## src/rtl/core/addressed_command_frame_parser_assert.svh

```systemverilog
// assertion macros shared by the frame parser rtl
// needs clk and rst in the scope of each use
`ifndef ADDRESSED_COMMAND_FRAME_PARSER_ASSERT_SVH
`define ADDRESSED_COMMAND_FRAME_PARSER_ASSERT_SVH

`ifndef SYNTHESIS
`define ACFP_ASSERT_NOW(lbl, ante, cons, msg) \
  lbl: assert property (@(posedge clk) disable iff (rst) (ante) |-> (cons)) else $error(msg);
`define ACFP_ASSERT_NEXT(lbl, ante, cons, msg) \
  lbl: assert property (@(posedge clk) disable iff (rst) (ante) |=> (cons)) else $error(msg);
`else
`define ACFP_ASSERT_NOW(lbl, ante, cons, msg)
`define ACFP_ASSERT_NEXT(lbl, ante, cons, msg)
`endif

`endif

```

## src/rtl/core/acfp_pkg.sv

```systemverilog
// shared types and constants of the addressed command frame parser
// no dependencies
`timescale 1ns / 1ps
`default_nettype none

package acfp_pkg;

  localparam int BYTE_W            = 8;
  localparam int NUM_OUT           = 4;
  localparam int PAYLOAD_BYTES_DEF = 4;

  localparam logic [BYTE_W-1:0] START_FIRST = 8'hAA;
  localparam logic [BYTE_W-1:0] START_SECOND = 8'h55;
  localparam logic [BYTE_W-1:0] END_FIRST = 8'h55;
  localparam logic [BYTE_W-1:0] END_SECOND = 8'hAA;

  typedef enum logic [1:0] {
    PH_HUNT = 2'd0,
    PH_ADDR = 2'd1,
    PH_DATA = 2'd2,
    PH_END  = 2'd3
  } phase_t;

  typedef struct packed {
    logic                             good;
    logic [NUM_OUT-1:0][BYTE_W-1:0]   payload;
  } result_t;

  typedef struct packed {
    logic closing_byte;
  } status_t;

endpackage

`default_nettype wire

```

## src/rtl/core/acfp_deframer.sv

```systemverilog
// frame hunting state machine and payload capture
// depends on acfp_pkg and the assertion macro header
`timescale 1ns / 1ps
`default_nettype none

`include "addressed_command_frame_parser_assert.svh"

module acfp_deframer #(
  parameter int PAYLOAD_BYTES = acfp_pkg::PAYLOAD_BYTES_DEF
) (
  input  wire logic                        clk,
  input  wire logic                        rst,
  input  wire logic                        step,
  input  wire logic [acfp_pkg::BYTE_W-1:0] rx_byte,
  input  wire logic [acfp_pkg::BYTE_W-1:0] node_address,
  output acfp_pkg::result_t                result,
  output acfp_pkg::status_t                status
);

  localparam int CNT_W = (PAYLOAD_BYTES > 1) ? $clog2(PAYLOAD_BYTES) : 1;
  localparam logic [CNT_W-1:0] CNT_LAST = CNT_W'(PAYLOAD_BYTES - 1);

  acfp_pkg::phase_t phase, phase_next;
  logic [acfp_pkg::BYTE_W-1:0] held_start, held_start_next;
  logic                        start_held, start_held_next;
  logic [CNT_W-1:0]            payload_count, payload_count_next;
  logic [acfp_pkg::BYTE_W-1:0] held_end, held_end_next;
  logic                        end_held, end_held_next;
  logic                        frame_good;
  logic [acfp_pkg::BYTE_W-1:0] payload_store [PAYLOAD_BYTES];

  logic start_match;
  assign start_match = start_held && (held_start == acfp_pkg::START_FIRST)
                       && (rx_byte == acfp_pkg::START_SECOND);

  always_ff @(posedge clk) begin
    if (rst) begin
      phase         <= acfp_pkg::PH_HUNT;
      held_start    <= '0;
      start_held    <= 1'b0;
      payload_count <= '0;
      held_end      <= '0;
      end_held      <= 1'b0;
    end else begin
      phase         <= phase_next;
      held_start    <= held_start_next;
      start_held    <= start_held_next;
      payload_count <= payload_count_next;
      held_end      <= held_end_next;
      end_held      <= end_held_next;
    end
  end

  // next state
  always_comb begin
    phase_next = phase;
    if (step) begin
      unique case (phase)
        acfp_pkg::PH_HUNT: begin
          if (start_match) phase_next = acfp_pkg::PH_ADDR;
        end
        acfp_pkg::PH_ADDR: begin
          phase_next = (rx_byte == node_address) ? acfp_pkg::PH_DATA : acfp_pkg::PH_HUNT;
        end
        acfp_pkg::PH_DATA: begin
          if (payload_count == CNT_LAST) phase_next = acfp_pkg::PH_END;
        end
        acfp_pkg::PH_END: begin
          if (end_held) phase_next = acfp_pkg::PH_HUNT;
        end
        default: phase_next = acfp_pkg::PH_HUNT;
      endcase
    end
  end

  // outputs and datapath
  always_comb begin
    held_start_next    = held_start;
    start_held_next    = start_held;
    payload_count_next = payload_count;
    held_end_next      = held_end;
    end_held_next      = end_held;
    frame_good         = 1'b0;
    if (step) begin
      unique case (phase)
        acfp_pkg::PH_HUNT: begin
          if (start_match) begin
            held_start_next = '0;
            start_held_next = 1'b0;
          end else begin
            held_start_next = rx_byte;
            start_held_next = 1'b1;
          end
        end
        acfp_pkg::PH_ADDR: begin
          if (rx_byte == node_address) payload_count_next = '0;
        end
        acfp_pkg::PH_DATA: begin
          if (payload_count == CNT_LAST) begin
            payload_count_next = '0;
            end_held_next      = 1'b0;
          end else begin
            payload_count_next = payload_count + CNT_W'(1);
          end
        end
        acfp_pkg::PH_END: begin
          if (!end_held) begin
            held_end_next = rx_byte;
            end_held_next = 1'b1;
          end else begin
            held_end_next = '0;
            end_held_next = 1'b0;
            frame_good    = (held_end == acfp_pkg::END_FIRST)
                            && (rx_byte == acfp_pkg::END_SECOND);
          end
        end
        default: ;
      endcase
    end
  end

  for (genvar k = 0; k < PAYLOAD_BYTES; k++) begin : g_store
    always_ff @(posedge clk) begin
      if (step && (phase == acfp_pkg::PH_DATA) && (payload_count == CNT_W'(k))) begin
        payload_store[k] <= rx_byte;
      end
    end
  end

  for (genvar k = 0; k < acfp_pkg::NUM_OUT; k++) begin : g_out
    if (k < PAYLOAD_BYTES) begin : g_byte
      assign result.payload[k] = payload_store[k];
    end else begin : g_zero
      assign result.payload[k] = '0;
    end
  end

  assign result.good          = frame_good;
  assign status.closing_byte  = (phase == acfp_pkg::PH_END) && end_held;

  `ACFP_ASSERT_NOW(a_addr_window_empty, phase == acfp_pkg::PH_ADDR, !start_held, "window not cleared after start marker")
  `ACFP_ASSERT_NEXT(a_data_to_end, step && phase == acfp_pkg::PH_DATA && payload_count == CNT_LAST, phase == acfp_pkg::PH_END && !end_held, "payload end not followed by end marker phase")
  `ACFP_ASSERT_NOW(a_good_only_on_end, frame_good, step && phase == acfp_pkg::PH_END && end_held, "frame reported outside second end byte")

endmodule

`default_nettype wire

```

## src/rtl/core/addressed_command_frame_parser.sv

```systemverilog
// Addressed command frame parser.
// Input channel: in_valid / in_stall carry one received byte rx_byte per
// transfer. The parser hunts for 0xAA 0x55, checks the following byte against
// the node address, captures four payload bytes and checks the end pair 0x55 0xAA.
// Output channel: out_valid / out_stall carry payload_0..payload_3, one
// transfer per good frame. Bad address or bad end pair drops the frame.
// Throughput: one byte per cycle while in_stall is low. Latency: the result
// is valid in the cycle after the transfer of the second end byte.
// Configuration: cfg_write_en / cfg_write_data set the node address; write only
// while the parser is idle.
// Reset (rst, synchronous): hunt state, empty windows, node address 0, no
// result pending.
// Stall: a pending result sits in the output register; input keeps flowing
// and in_stall rises only while the parser waits for the second end byte of
// the next frame and that register is still held by out_stall.
// depends on acfp_pkg, acfp_deframer and the assertion macro header
`timescale 1ns / 1ps
`default_nettype none

`include "addressed_command_frame_parser_assert.svh"

module addressed_command_frame_parser #(
  parameter int PAYLOAD_BYTES = acfp_pkg::PAYLOAD_BYTES_DEF
) (
  input  wire logic                        clk,
  input  wire logic                        rst,
  input  wire logic                        cfg_write_en,
  input  wire logic [acfp_pkg::BYTE_W-1:0] cfg_write_data,
  input  wire logic                        in_valid,
  output logic                             in_stall,
  input  wire logic [acfp_pkg::BYTE_W-1:0] rx_byte,
  output logic                             out_valid,
  input  wire logic                        out_stall,
  output logic [acfp_pkg::BYTE_W-1:0]      payload_0,
  output logic [acfp_pkg::BYTE_W-1:0]      payload_1,
  output logic [acfp_pkg::BYTE_W-1:0]      payload_2,
  output logic [acfp_pkg::BYTE_W-1:0]      payload_3
);

  logic [acfp_pkg::BYTE_W-1:0] node_address;
  logic                        step;
  logic                        out_valid_next;
  acfp_pkg::result_t           result;
  acfp_pkg::status_t           status;

  always_ff @(posedge clk) begin
    if (rst) begin
      node_address <= '0;
    end else if (cfg_write_en) begin
      node_address <= cfg_write_data;
    end
  end

  assign in_stall = out_valid && out_stall && status.closing_byte;
  assign step     = in_valid && !in_stall;

  acfp_deframer #(
    .PAYLOAD_BYTES(PAYLOAD_BYTES)
  ) u_deframer (
    .clk         (clk),
    .rst         (rst),
    .step        (step),
    .rx_byte     (rx_byte),
    .node_address(node_address),
    .result      (result),
    .status      (status)
  );

  assign out_valid_next = result.good || (out_valid && out_stall);

  always_ff @(posedge clk) begin
    if (rst) begin
      out_valid <= 1'b0;
    end else begin
      out_valid <= out_valid_next;
    end
  end

  always_ff @(posedge clk) begin
    if (result.good) begin
      payload_0 <= result.payload[0];
      payload_1 <= result.payload[1];
      payload_2 <= result.payload[2];
      payload_3 <= result.payload[3];
    end
  end

  `ACFP_ASSERT_NEXT(a_pending_kept, out_valid && out_stall, out_valid, "pending result lost")
  `ACFP_ASSERT_NOW(a_stall_cause, in_stall, out_valid && out_stall, "input stalled with output free")
  `ACFP_ASSERT_NOW(a_no_overwrite, result.good, !(out_valid && out_stall), "result overwrites pending result")

endmodule

`default_nettype wire
```

## config.mk

```make
export PLATFORM = sky130hd
export DESIGN_NAME = addressed_command_frame_parser
export DESIGN_NICKNAME = d
export VERILOG_FILES = /design/src/rtl/core/acfp_pkg.sv /design/src/rtl/core/acfp_deframer.sv /design/src/rtl/core/addressed_command_frame_parser.sv
export VERILOG_INCLUDE_DIRS = /design/src /design/src/rtl/core
export SDC_FILE = /design/constraint.sdc
export NUM_CORES = 1
export LEC_CHECK = 0
export BUFFER_PORTS_ARGS = -buffer_cell sky130_fd_sc_hd__buf_2
export CAP_MARGIN = 20
export CORE_AREA = 2 2 123 77
export CTS_CLUSTER_DIAMETER = 40
export DETAILED_ROUTE_END_ITERATION = 10
export DIE_AREA = 0 0 125 79
export GPL_ROUTABILITY_DRIVEN = 0
export PLACE_DENSITY = 0.69
export SYNTH_ARGS = -nofsm -noshare
export SYNTH_HDL_FRONTEND = slang
export SYNTH_SLANG_ARGS = --single-unit
```

## constraint.sdc

```tcl
create_clock -name clk -period 9.2 [get_ports clk]
set_input_delay 0.46 -clock clk [delete_from_list [all_inputs] [get_ports clk]]
set_output_delay 0.46 -clock clk [all_outputs]
set_load 0.05 [all_outputs]
```

==> results of run 1 <==
-- flip-flops by register name (all words and copies together), names as in the netlist, named ones only --
register                  cells
node_address                  8
out_valid                     1
payload_0                     8
payload_1                     8
payload_2                     8
payload_3                     8
u_deframer.end_held           1
u_deframer.held_end           8
u_deframer.held_start         8
u_deframer.payload_count      2
u_deframer.payload_store     32
u_deframer.phase              1
u_deframer.start_held         1
-- area by class of cell --
| type | instances | area (sq um) | area share [%] |
|---|---|---|---|
| Sequential cell | 95 | 2540 | 62.4 |
| Multi-Input combinational cell | 122 | 810 | 19.9 |
| Timing Repair Buffer | 55 | 278 | 6.81 |
| Clock buffer | 10 | 229 | 5.62 |
| Tap cell | 116 | 145 | 3.56 |
| Clock inverter | 6 | 51.3 | 1.26 |
| Inverter | 6 | 22.5 | 0.552 |
-- power breakdown --
group	internal, mW	total, mW	switching (mW)	leakage (nW)
combinational	0.00949	0.0250	0.0155	0.491
sequential	0.456	0.459	0.00244	0.828
clock	0.187	0.346	0.159	0.128
-- logic make-up (layout without fill, tap and decap cells) --
group | count (synthesis) | in the layout
flops | 95 | 95
fa+ha+maj | 4 | 4
xor+xnor | 5 | 5
compound gates | 33 | 33
buf+inv | 13 | 77
mux | 8 | 8
simple gates | 72 | 72
-- per-stage QoR --
step,setup slack (ns),instances
3_3_place_gp,6.80,394
4_1_cts,6.84,410
3_5_place_dp,6.75,394
5_1_grt,6.63,410
6_report,6.83,410
2_1_floorplan,4.19,230
-- Yosys cell counts, types with 2 or more instances --
cell type	instances	area share (%)
mux2i_1	8	2.4
clkbuf_1	5	0.55
or4_1	2	0.44
dfxtp_1	31	18
inv_1	6	0.66
ha_1	4	1.5
nor2_1	17	1.9
nand2b_1	2	0.37
a22oi_1	8	1.8
and2_1	5	0.92
nand3_1	5	0.73
and4bb_2	2	0.73
o211ai_1	2	0.44
nand2_1	19	2.1
nor3b_1	3	0.66
a21oi_1	13	1.9
o21ai_0	4	0.59
edfxtp_1	64	56
nor2b_1	2	0.37
xor2_1	5	1.3
nand3b_1	3	0.66
-- worst max-delay path, cell delays in order, from the launching register on --
cell and delay (ns):
dfxtp_1 0.58, nand4_2 0.31, or4b_1 0.56, nor4_2 0.15
buf_4 0.42
-- worst max path at each step --
| stage | slack, ns | endpoint | startpoint |
|---|---|---|---|
| 6_report | 6.83 | payload_3[2]$_DFFE_PP_ | u_deframer.phase[0]$_SDFFE_PP0P_ |
| 5_1_grt | 6.63 | payload_1[5]$_DFFE_PP_ | u_deframer.phase[0]$_SDFFE_PP0P_ |
| 3_5_place_dp | 6.75 | payload_0[4]$_DFFE_PP_ | out_stall |
| 3_3_place_gp | 6.80 | payload_1[1]$_DFFE_PP_ | out_stall |
| 2_1_floorplan | 4.19 | payload_0[0]$_DFFE_PP_ | out_valid$_SDFF_PP0_ |
| 4_1_cts | 6.84 | payload_0[0]$_DFFE_PP_ | u_deframer.phase[0]$_SDFFE_PP0P_ |
-- metal layers --
layer | routed length [um] | GRT usage (%) | vias to the layer above
met1 | 3220 | 20.3 | 961
li1 | - | - | 968
met4 | 29 | 2.67 | 0
met3 | 437 | 6.54 | 3
met5 | 0 | 0 | -
met2 | 2720 | 18.6 | 64
==> impl_metrics.csv, run 1 <==
group,metric,value,unit
clock_tree,clockRootBuffer,"clkbuf_16",
setup_path,cp-end-kind,"flip-flop",
grt,grtUsageTotal,13.8,%
layout,antennaDiodeCount,0,
clock_tree,clk_pin_slew,0.07,ns
clock_tree,insertion_delay,0.34,ns
route,wirelength,6.41,mm
setup_path,cp-start-kind,"flip-flop",
layout,fin_nets,314,
timing,clock-skew-final,0.00834,ns
synthesis,synthMuxAreaShare,2.35,%
timing,hold_ws,0.359,ns
floorplanning,die_x,125,um
timing,hold_viol,0,
setup_path,crit_type,"reg2reg",
synthesis,seq_area_frac_synth,74.7,%
setup_path,cp.arrival,2.37,ns
clock_tree,cts_buffers,9,
flow_run,drv_cap,0,
setup_path,r2r_slack,6.83,ns
pwr,p_leak,1.45,nW
route,avgRoutedWirePerCell,15.6,um
floorplanning,ios,55,
timing,slew-limit-headroom,30.4,%
floorplanning,coreArea,8850,sq um
synthesis,synth-simple-area-share,12.1,%
synthesis,synthCells,230,
synthesis,synth_edf_count,64,
timing,finalMaxSlewViolations,0,
synthesis,yosys_register_bits,95,
route,drc,0,
layout,finalInstanceArea,4080,sq um
timing,final.setup.tns,0,ns
route,vias_per_cell,4.87,
clock_tree,cts_resized,0,
grt,grt_first_pass_wirelength,10.2,mm
setup_path,r2r_start,"u_deframer.phase[0]$_SDFFE_PP0P_",
route,vias,1996,
clock_tree,clk_path_buf_depth,2,
synthesis,synthAdderAreaFrac,1.47,%
layout,area_growth,19.7,%
route,initialDrtViolationCount,172,
worst_hold_path,min_from,"cfg_write_data[7]",
grt,antenna_found_initial,0,
setup_path,r2r_cells,4,
placed_design,port_buffers,54,
layout,layout_common_cells,"64 x edfxtp_1, 54 x buf_2, 31 x dfxtp_1",
pwr,finalPower,0.830,mW
synthesis,synth-compound-area-share,6.36,%
layout,drive_gt1_share,26.9,%
synthesis,ys_async_sr_fraction,0,%
pwr,p_per_area,204,nW/um^2
grt,grt_pass1_vias,1867,
synthesis,synth_xor_area_share,1.29,%
synthesis,synth-main-ff-cell,"edfxtp_1",
pwr,peakVddDrop,0.0751,mV
floorplanning,fp.dieH,79,um
timing,fin_crit,2.37,ns
clock_tree,cts.sinks,95,
clock_tree,postCtsSetupRepairBufs,0,
synthesis,syn_avg_cell_area,14.8,sq um
clock_tree,cts_max_level,3,
setup_path,r2r-end,"payload_3[2]$_DFFE_PP_",
floorplanning,num_rows,27,
floorplanning,die-area,9880,sq um
worst_hold_path,hold-path-endpoint,"node_address[7]$_SDFFE_PP0P_",
route,ant_nets,0,
floorplanning,start_util,38.5,%
synthesis,yosys_warnings,0,
timing,setup_viol_count_final,0,
synthesis,netlist_area,3410,sq um
layout,final_util,46.1,%
timing,rsz0062_at_grt,"no",
synthesis,syn_nets,255,
clock_tree,hold_buffers,0,
worst_hold_path,holdPathStages,3,
placed_design,post-dp-hpwl,4.41,mm
timing,max_freq,421,MHz
layout,final_common_cell,"edfxtp_1",
clock_tree,tritoncts,"yes",
grt,globalRoute.totalOverflow,0,
route,drt_pass1_iterations,4,
timing,finalCritPeriodShare,25.8,%
synthesis,ys_types,41,
placed_design,placed_area,3800,sq um
layout,fillers,823,
grt,grt_max_degree,34,
setup_path,worstPathRequired,9.20,ns
run_status,status,"completed",
worst_hold_path,hold_class,"in2reg",
setup_path,path_max_fanout,33,
synthesis,synth_top_family_by_area,"simple AND/OR/NAND/NOR gates",
timing,tightestPinTransition,1.04,ns
Power figures use the tool's default switching activity.
==> inputs of run 2 (changes only) <==
- clock period: 9.2 -> 2.2 ns (I/O delays scaled with it)
==> impl_metrics.csv, run 2 (synthesis results as in run 1) <==
group,metric,value,unit
run_status,status,"completed",
worst_hold_path,hold_class,"in2reg",
route,drt_pass1_iterations,4,
layout,largest_reg_flops,32,
grt,grt_pass1_vias,1988,
floorplanning,die-area,9880,sq um
clock_tree,insertion_delay,0.34,ns
pwr,p_per_area,856,nW/um^2
layout,final_common_cell,"edfxtp_1",
setup_path,cp-start-kind,"flip-flop",
timing,setup_viol_count_final,0,
layout,finalInstanceArea,4210,sq um
layout,area_growth,23.6,%
placed_design,port_buffers,54,
flow_run,drv_cap,0,
placed_design,placed_area,3890,sq um
route,ant_nets,0,
setup_path,cp.arrival,2.06,ns
setup_path,crit_type,"reg2reg",
clock_tree,cts_max_level,3,
route,vias_per_cell,5.00,
floorplanning,fp.dieH,79,um
clock_tree,cts.sinks,95,
placed_design,post-dp-hpwl,4.53,mm
floorplanning,start_util,38.5,%
timing,tightestPinTransition,0.588,ns
layout,fin_nets,321,
clock_tree,postCtsSetupRepairBufs,0,
clock_tree,clockRootBuffer,"clkbuf_16",
grt,antenna_found_initial,0,
timing,finalCritPeriodShare,91.6,%
timing,slew-limit-headroom,60.8,%
grt,globalRoute.totalOverflow,0,
clock_tree,hold_buffers,2,
layout,instances_no_fill,417,
timing,hold_ws,0.00952,ns
route,drc,0,
timing,clock-skew-final,0.00732,ns
clock_tree,clk_path_buf_depth,2,
pwr,p_leak,1.51,nW
timing,rsz0062_at_grt,"no",
clock_tree,clk_pin_slew,0.06,ns
placed_design,place_ws,0.203,ns
clock_tree,cts_resized,0,
floorplanning,ios,55,
setup_path,path_max_fanout,33,
grt,grt_max_degree,34,
route,vias,2086,
layout,antennaDiodeCount,0,
timing,final.setup.tns,0,ns
layout,largest_register,"u_deframer.payload_store",
setup_path,worstPathRequired,2.24,ns
floorplanning,num_rows,27,
layout,layout_common_cells,"64 x edfxtp_1, 54 x buf_2, 29 x dfxtp_1",
route,initialDrtViolationCount,188,
route,avgRoutedWirePerCell,16.3,um
setup_path,cp-end-kind,"flip-flop",
grt,grt_first_pass_wirelength,10.7,mm
timing,fin_crit,2.02,ns
route,wirelength,6.82,mm
timing,max_freq,496,MHz
timing,layout_setup_ws,0.185,ns
placed_design,dp_cells,399,
grt,grtUsageTotal,14.6,%
pwr,finalPower,3.60,mW
layout,drive_gt1_share,29.2,%
clock_tree,cts_buffers,9,
timing,finalMaxSlewViolations,0,
layout,final_util,47.6,%
floorplanning,coreArea,8850,sq um
pwr,peakVddDrop,0.356,mV
clock_tree,tritoncts,"yes",
floorplanning,die_x,125,um
timing,hold_viol,0,
## run 2: metal layers
metal  vias up  global-route usage, %  wire, um
met1      1015                   20.2      3370
li1        982                      -         -
met3        15                   5.19       470
met2        74                   20.8      2840
met5         -                      0         0
met4         0                   6.56       130
## run 2: path summary, 6_finish.rpt
kind	startpoint	endpoint	slack, ns	depth (start not counted)
setup / recovery	flip-flop	payload_3[1]$_DFFE_PP_	0.18	4
hold / removal	cfg_write_data[4]	node_address[4]$_SDFFE_PP0P_	0.01	3
setup reg to reg	flip-flop	payload_3[1]$_DFFE_PP_	0.18	4
hold reg to reg	u_deframer.payload_store[2][4]$_DFFE_PP_	payload_2[4]$_DFFE_PP_	0.41	0
## run 2: power by group
part           internal (mW)  switching [mW]
combinational         0.0456          0.0718
clock                  0.897           0.672
sequential              1.91          0.0102
## run 2: worst max-delay path: stages, from the launching register on
cell     delay (ns)
dfxtp_1        0.53
nand4_4        0.14
or4b_4         0.51
nor4_4         0.27
buf_12         0.25
## run 2: layout make-up
class	count	area, sq um
Clock buffer	10	229
Clock inverter	6	73.8
Fill cell	788	4640
Inverter	6	22.5
Multi-Input combinational cell	122	843
Sequential cell	95	2550
Tap cell	116	145
Timing Repair Buffer	62	348
==> inputs of run 3 (changes only) <==
- CORE_AREA: 2 2 123 77 -> 2 2 124 78
- DIE_AREA: 0 0 125 79 -> 0 0 126 80
- PLACE_DENSITY: 0.69 -> 0.68
- SYNTH_HIERARCHICAL: not set -> 1
==> impl_metrics.csv, run 3 <==
group,metric,value,unit
worst_hold_path,hold-path-endpoint,"node_address[1]$_SDFFE_PP0P_",
layout,fillers,789,
pwr,switching_share,21.9,%
layout,layout_common_cells,"64 x edfxtp_1, 54 x buf_2, 29 x dfxtp_1",
worst_hold_path,min_from,"cfg_write_data[1]",
floorplanning,fp.dieH,80,um
setup_path,slowest_stage,"or4b_4",
route,ant_nets,0,
synthesis,synthTopCellsByArea,"edfxtp_1 56%, dfxtp_1 18%, mux2i_1 2.9%",
setup_path,crit_type,"reg2reg",
synthesis,syn_avg_cell_area,15.0,sq um
synthesis,synth_edf_count,64,
synthesis,ys_async_sr_fraction,0,%
timing,finalCritPeriodShare,98.1,%
route,drt_pass1_iterations,4,
grt,grt_pass1_vias,1971,
pwr,intPower,2.76,mW
setup_path,r2r_cells,8,
pwr,combinationalPowerShare,3.8,%
pwr,seqPwrFrac,54.4,%
layout,final_util,48.8,%
pwr,peakVddDrop,0.467,mV
setup_path,r2r_slack,0.04,ns
floorplanning,die-area,10100,sq um
synthesis,synth-main-ff-cell,"edfxtp_1",
floorplanning,ios,55,
timing,slew-limit-headroom,73.3,%
synthesis,synth_top_area_share,55.6,%
clock_tree,insertion_delay,0.34,ns
layout,drive_gt1_share,31.4,%
floorplanning,coreArea,8920,sq um
run_status,status,"completed",
timing,hold_ws,0.0156,ns
pwr,pwr-share-clk,41.8,%
setup_path,critPathBufInv,2,
pwr,p_leak,1.66,nW
synthesis,netlist_area,3460,sq um
timing,rsz0062_at_grt,"yes",
timing,max_freq,463,MHz
route,initialDrtViolationCount,181,
route,vias,2095,
floorplanning,start_util,38.8,%
flow_run,drv_cap,0,
route,drc,0,
floorplanning,die_x,126,um
synthesis,synth_most_common_cell,"edfxtp_1",
timing,setup_viol_count_final,0,
setup_path,cp-end-kind,"flip-flop",
timing,fin_crit,2.16,ns
setup_path,worstPathRequired,2.26,ns
placed_design,port_buffers,54,
grt,grt_first_pass_wirelength,10.6,mm
timing,tightestPinTransition,0.397,ns
clock_tree,cts.sinks,95,
grt,grtUsageTotal,14.4,%
grt,grt_max_degree,34,
setup_path,r2r-end,"payload_1[5]$_DFFE_PP_",
placed_design,post-dp-hpwl,4.56,mm
layout,area_growth,25.9,%
route,avgRoutedWirePerCell,16.2,um
pwr,switching_power,0.774,mW
layout,largest_reg_flops,32,
floorplanning,num_rows,27,
clock_tree,clk_pin_slew,0.07,ns
layout,final_common_cell,"edfxtp_1",
route,wirelength,6.88,mm
clock_tree,cts_max_level,3,
setup_path,critPathTopFamily,"simple AND/OR/NAND/NOR gates",
layout,antennaDiodeCount,0,
setup_path,cp_slowest_stage_delay,0.49,ns
synthesis,yosys_warnings,6,
setup_path,cp.arrival,2.22,ns
worst_hold_path,hold_class,"in2reg",
grt,antenna_found_initial,0,
clock_tree,clockRootBuffer,"clkbuf_16",
synthesis,synthCells,230,
worst_hold_path,holdPathStages,3,
timing,finalMaxSlewViolations,0,
layout,fin_nets,329,
setup_path,path_cells,"and3_4 > and3_4 > nor2b_4 > nand3_4 > or4b_4 > nor4_4 > buf_4 > clkbuf_16",
clock_tree,cts_buffers,9,
synthesis,synthTopCellsByCount,"64 x edfxtp_1, 31 x dfxtp_1, 23 x nor2_1",
timing,clock-skew-final,0.00401,ns
synthesis,seq_area_frac_synth,73.5,%
pwr,p_per_area,811,nW/um^2
timing,hold_viol,0,
synthesis,ys_types,42,
clock_tree,clk_path_buf_depth,2,
route,vias_per_cell,4.93,
synthesis,syn_nets,255,
setup_path,crit_top_cell,"and3_4",
setup_path,path_max_fanout,8,
synthesis,synth_top_cell_by_area,"edfxtp_1",
grt,globalRoute.totalOverflow,0,
synthesis,yosys_register_bits,95,
layout,largest_register,"u_deframer/payload_store",
clock_tree,tritoncts,"yes",
setup_path,cp-start-kind,"flip-flop",
## run 3: worst min-delay path, cell delays in order
cell	delay, ns
buf_2	0.08
mux2i_1	0.06
nor2_1	0.07
## run 3: stage by stage
stage	TNS, ns	area, sq um	std cells	power, mW	setup slack (ns)
after CTS	0	4270	421	3.58	0.00552
after floorplan	-10.27	3480	230	2.03	-0.315
after detailed placement	-1.54	3940	402	2.09	-0.0495
after global routing	-0.322	4360	425	3.68	-0.0200
final	0	4360	425	3.53	0.0415
after global placement	-0.854	3940	402	2.09	-0.0279
## run 3: kinds of logic (layout without fill, tap and decap cells)
group | after synthesis | after routing | synth area share [%]
AO/OA/AOI/OAI | 30 | 30 | 5.93
XOR/XNOR | 8 | 8 | 2.03
adder cells (fa/ha/maj) | 4 | 4 | 1.45
buffers and inverters | 16 | 95 | 2.39
flip-flops | 95 | 95 | 73.5
multiplexers | 10 | 10 | 2.89
AND/OR/NAND/NOR | 67 | 67 | 11.8
## run 3: power by group through the flow
stage          logic (mW)  registers, mW  clock network [mW]
2_1_floorplan      0.0685           1.96                   0
3_3_place_gp        0.128           1.96                   0
3_5_place_dp        0.131           1.96                   0
4_1_cts             0.136           1.92                1.52
5_1_grt             0.150           1.92                1.61
6_report            0.136           1.92                1.48
## run 3: layer usage
| metal | vias to the layer above | GRT usage [%] | part of all wire [%] |
|---|---|---|---|
| met5 | - | 0 | 0 |
| met4 | 0 | 5.60 | 1.2 |
| met3 | 8 | 5.23 | 8.9 |
| met2 | 86 | 19.6 | 39 |
| met1 | 992 | 20.8 | 51 |
| li1 | 1009 | - | - |
## run 3: worst max path at each step
stage / start / endpoint / slack, ns / cells after the start
after floorplan: u_deframer/end_held$_SDFFE_PP0P_ / payload_0[0]$_DFFE_PP_ / -0.32 / 9
after global placement: flip-flop / payload_0[0]$_DFFE_PP_ / -0.03 / 7
after detailed placement: flip-flop / payload_3[4]$_DFFE_PP_ / -0.05 / 7
after CTS: flip-flop / payload_3[4]$_DFFE_PP_ / 0.006 / 7
after global routing: flip-flop / payload_1[3]$_DFFE_PP_ / -0.02 / 8
final: flip-flop / payload_1[5]$_DFFE_PP_ / 0.04 / 8
## run 3: timing repair
item / CTS / global route
setup buffers: 0 / 2
setup endpoints to repair: 32 / 33
cloned: 0 / 2
resized for setup: 2 / 7
endpoints found under the hold margin: 3 / 0
hold buffers: 3 / 0
## run 3: layout make-up
cell class	count	area [sq um]	area share (%)
flip-flops and latches	95	2540	58.4
multi-input cells	119	877	20.1
repair buffers	74	483	11.1
clock buffers	9	225	5.17
well taps	116	145	3.33
clock inverters	7	61.3	1.41
inverters	5	18.8	0.431
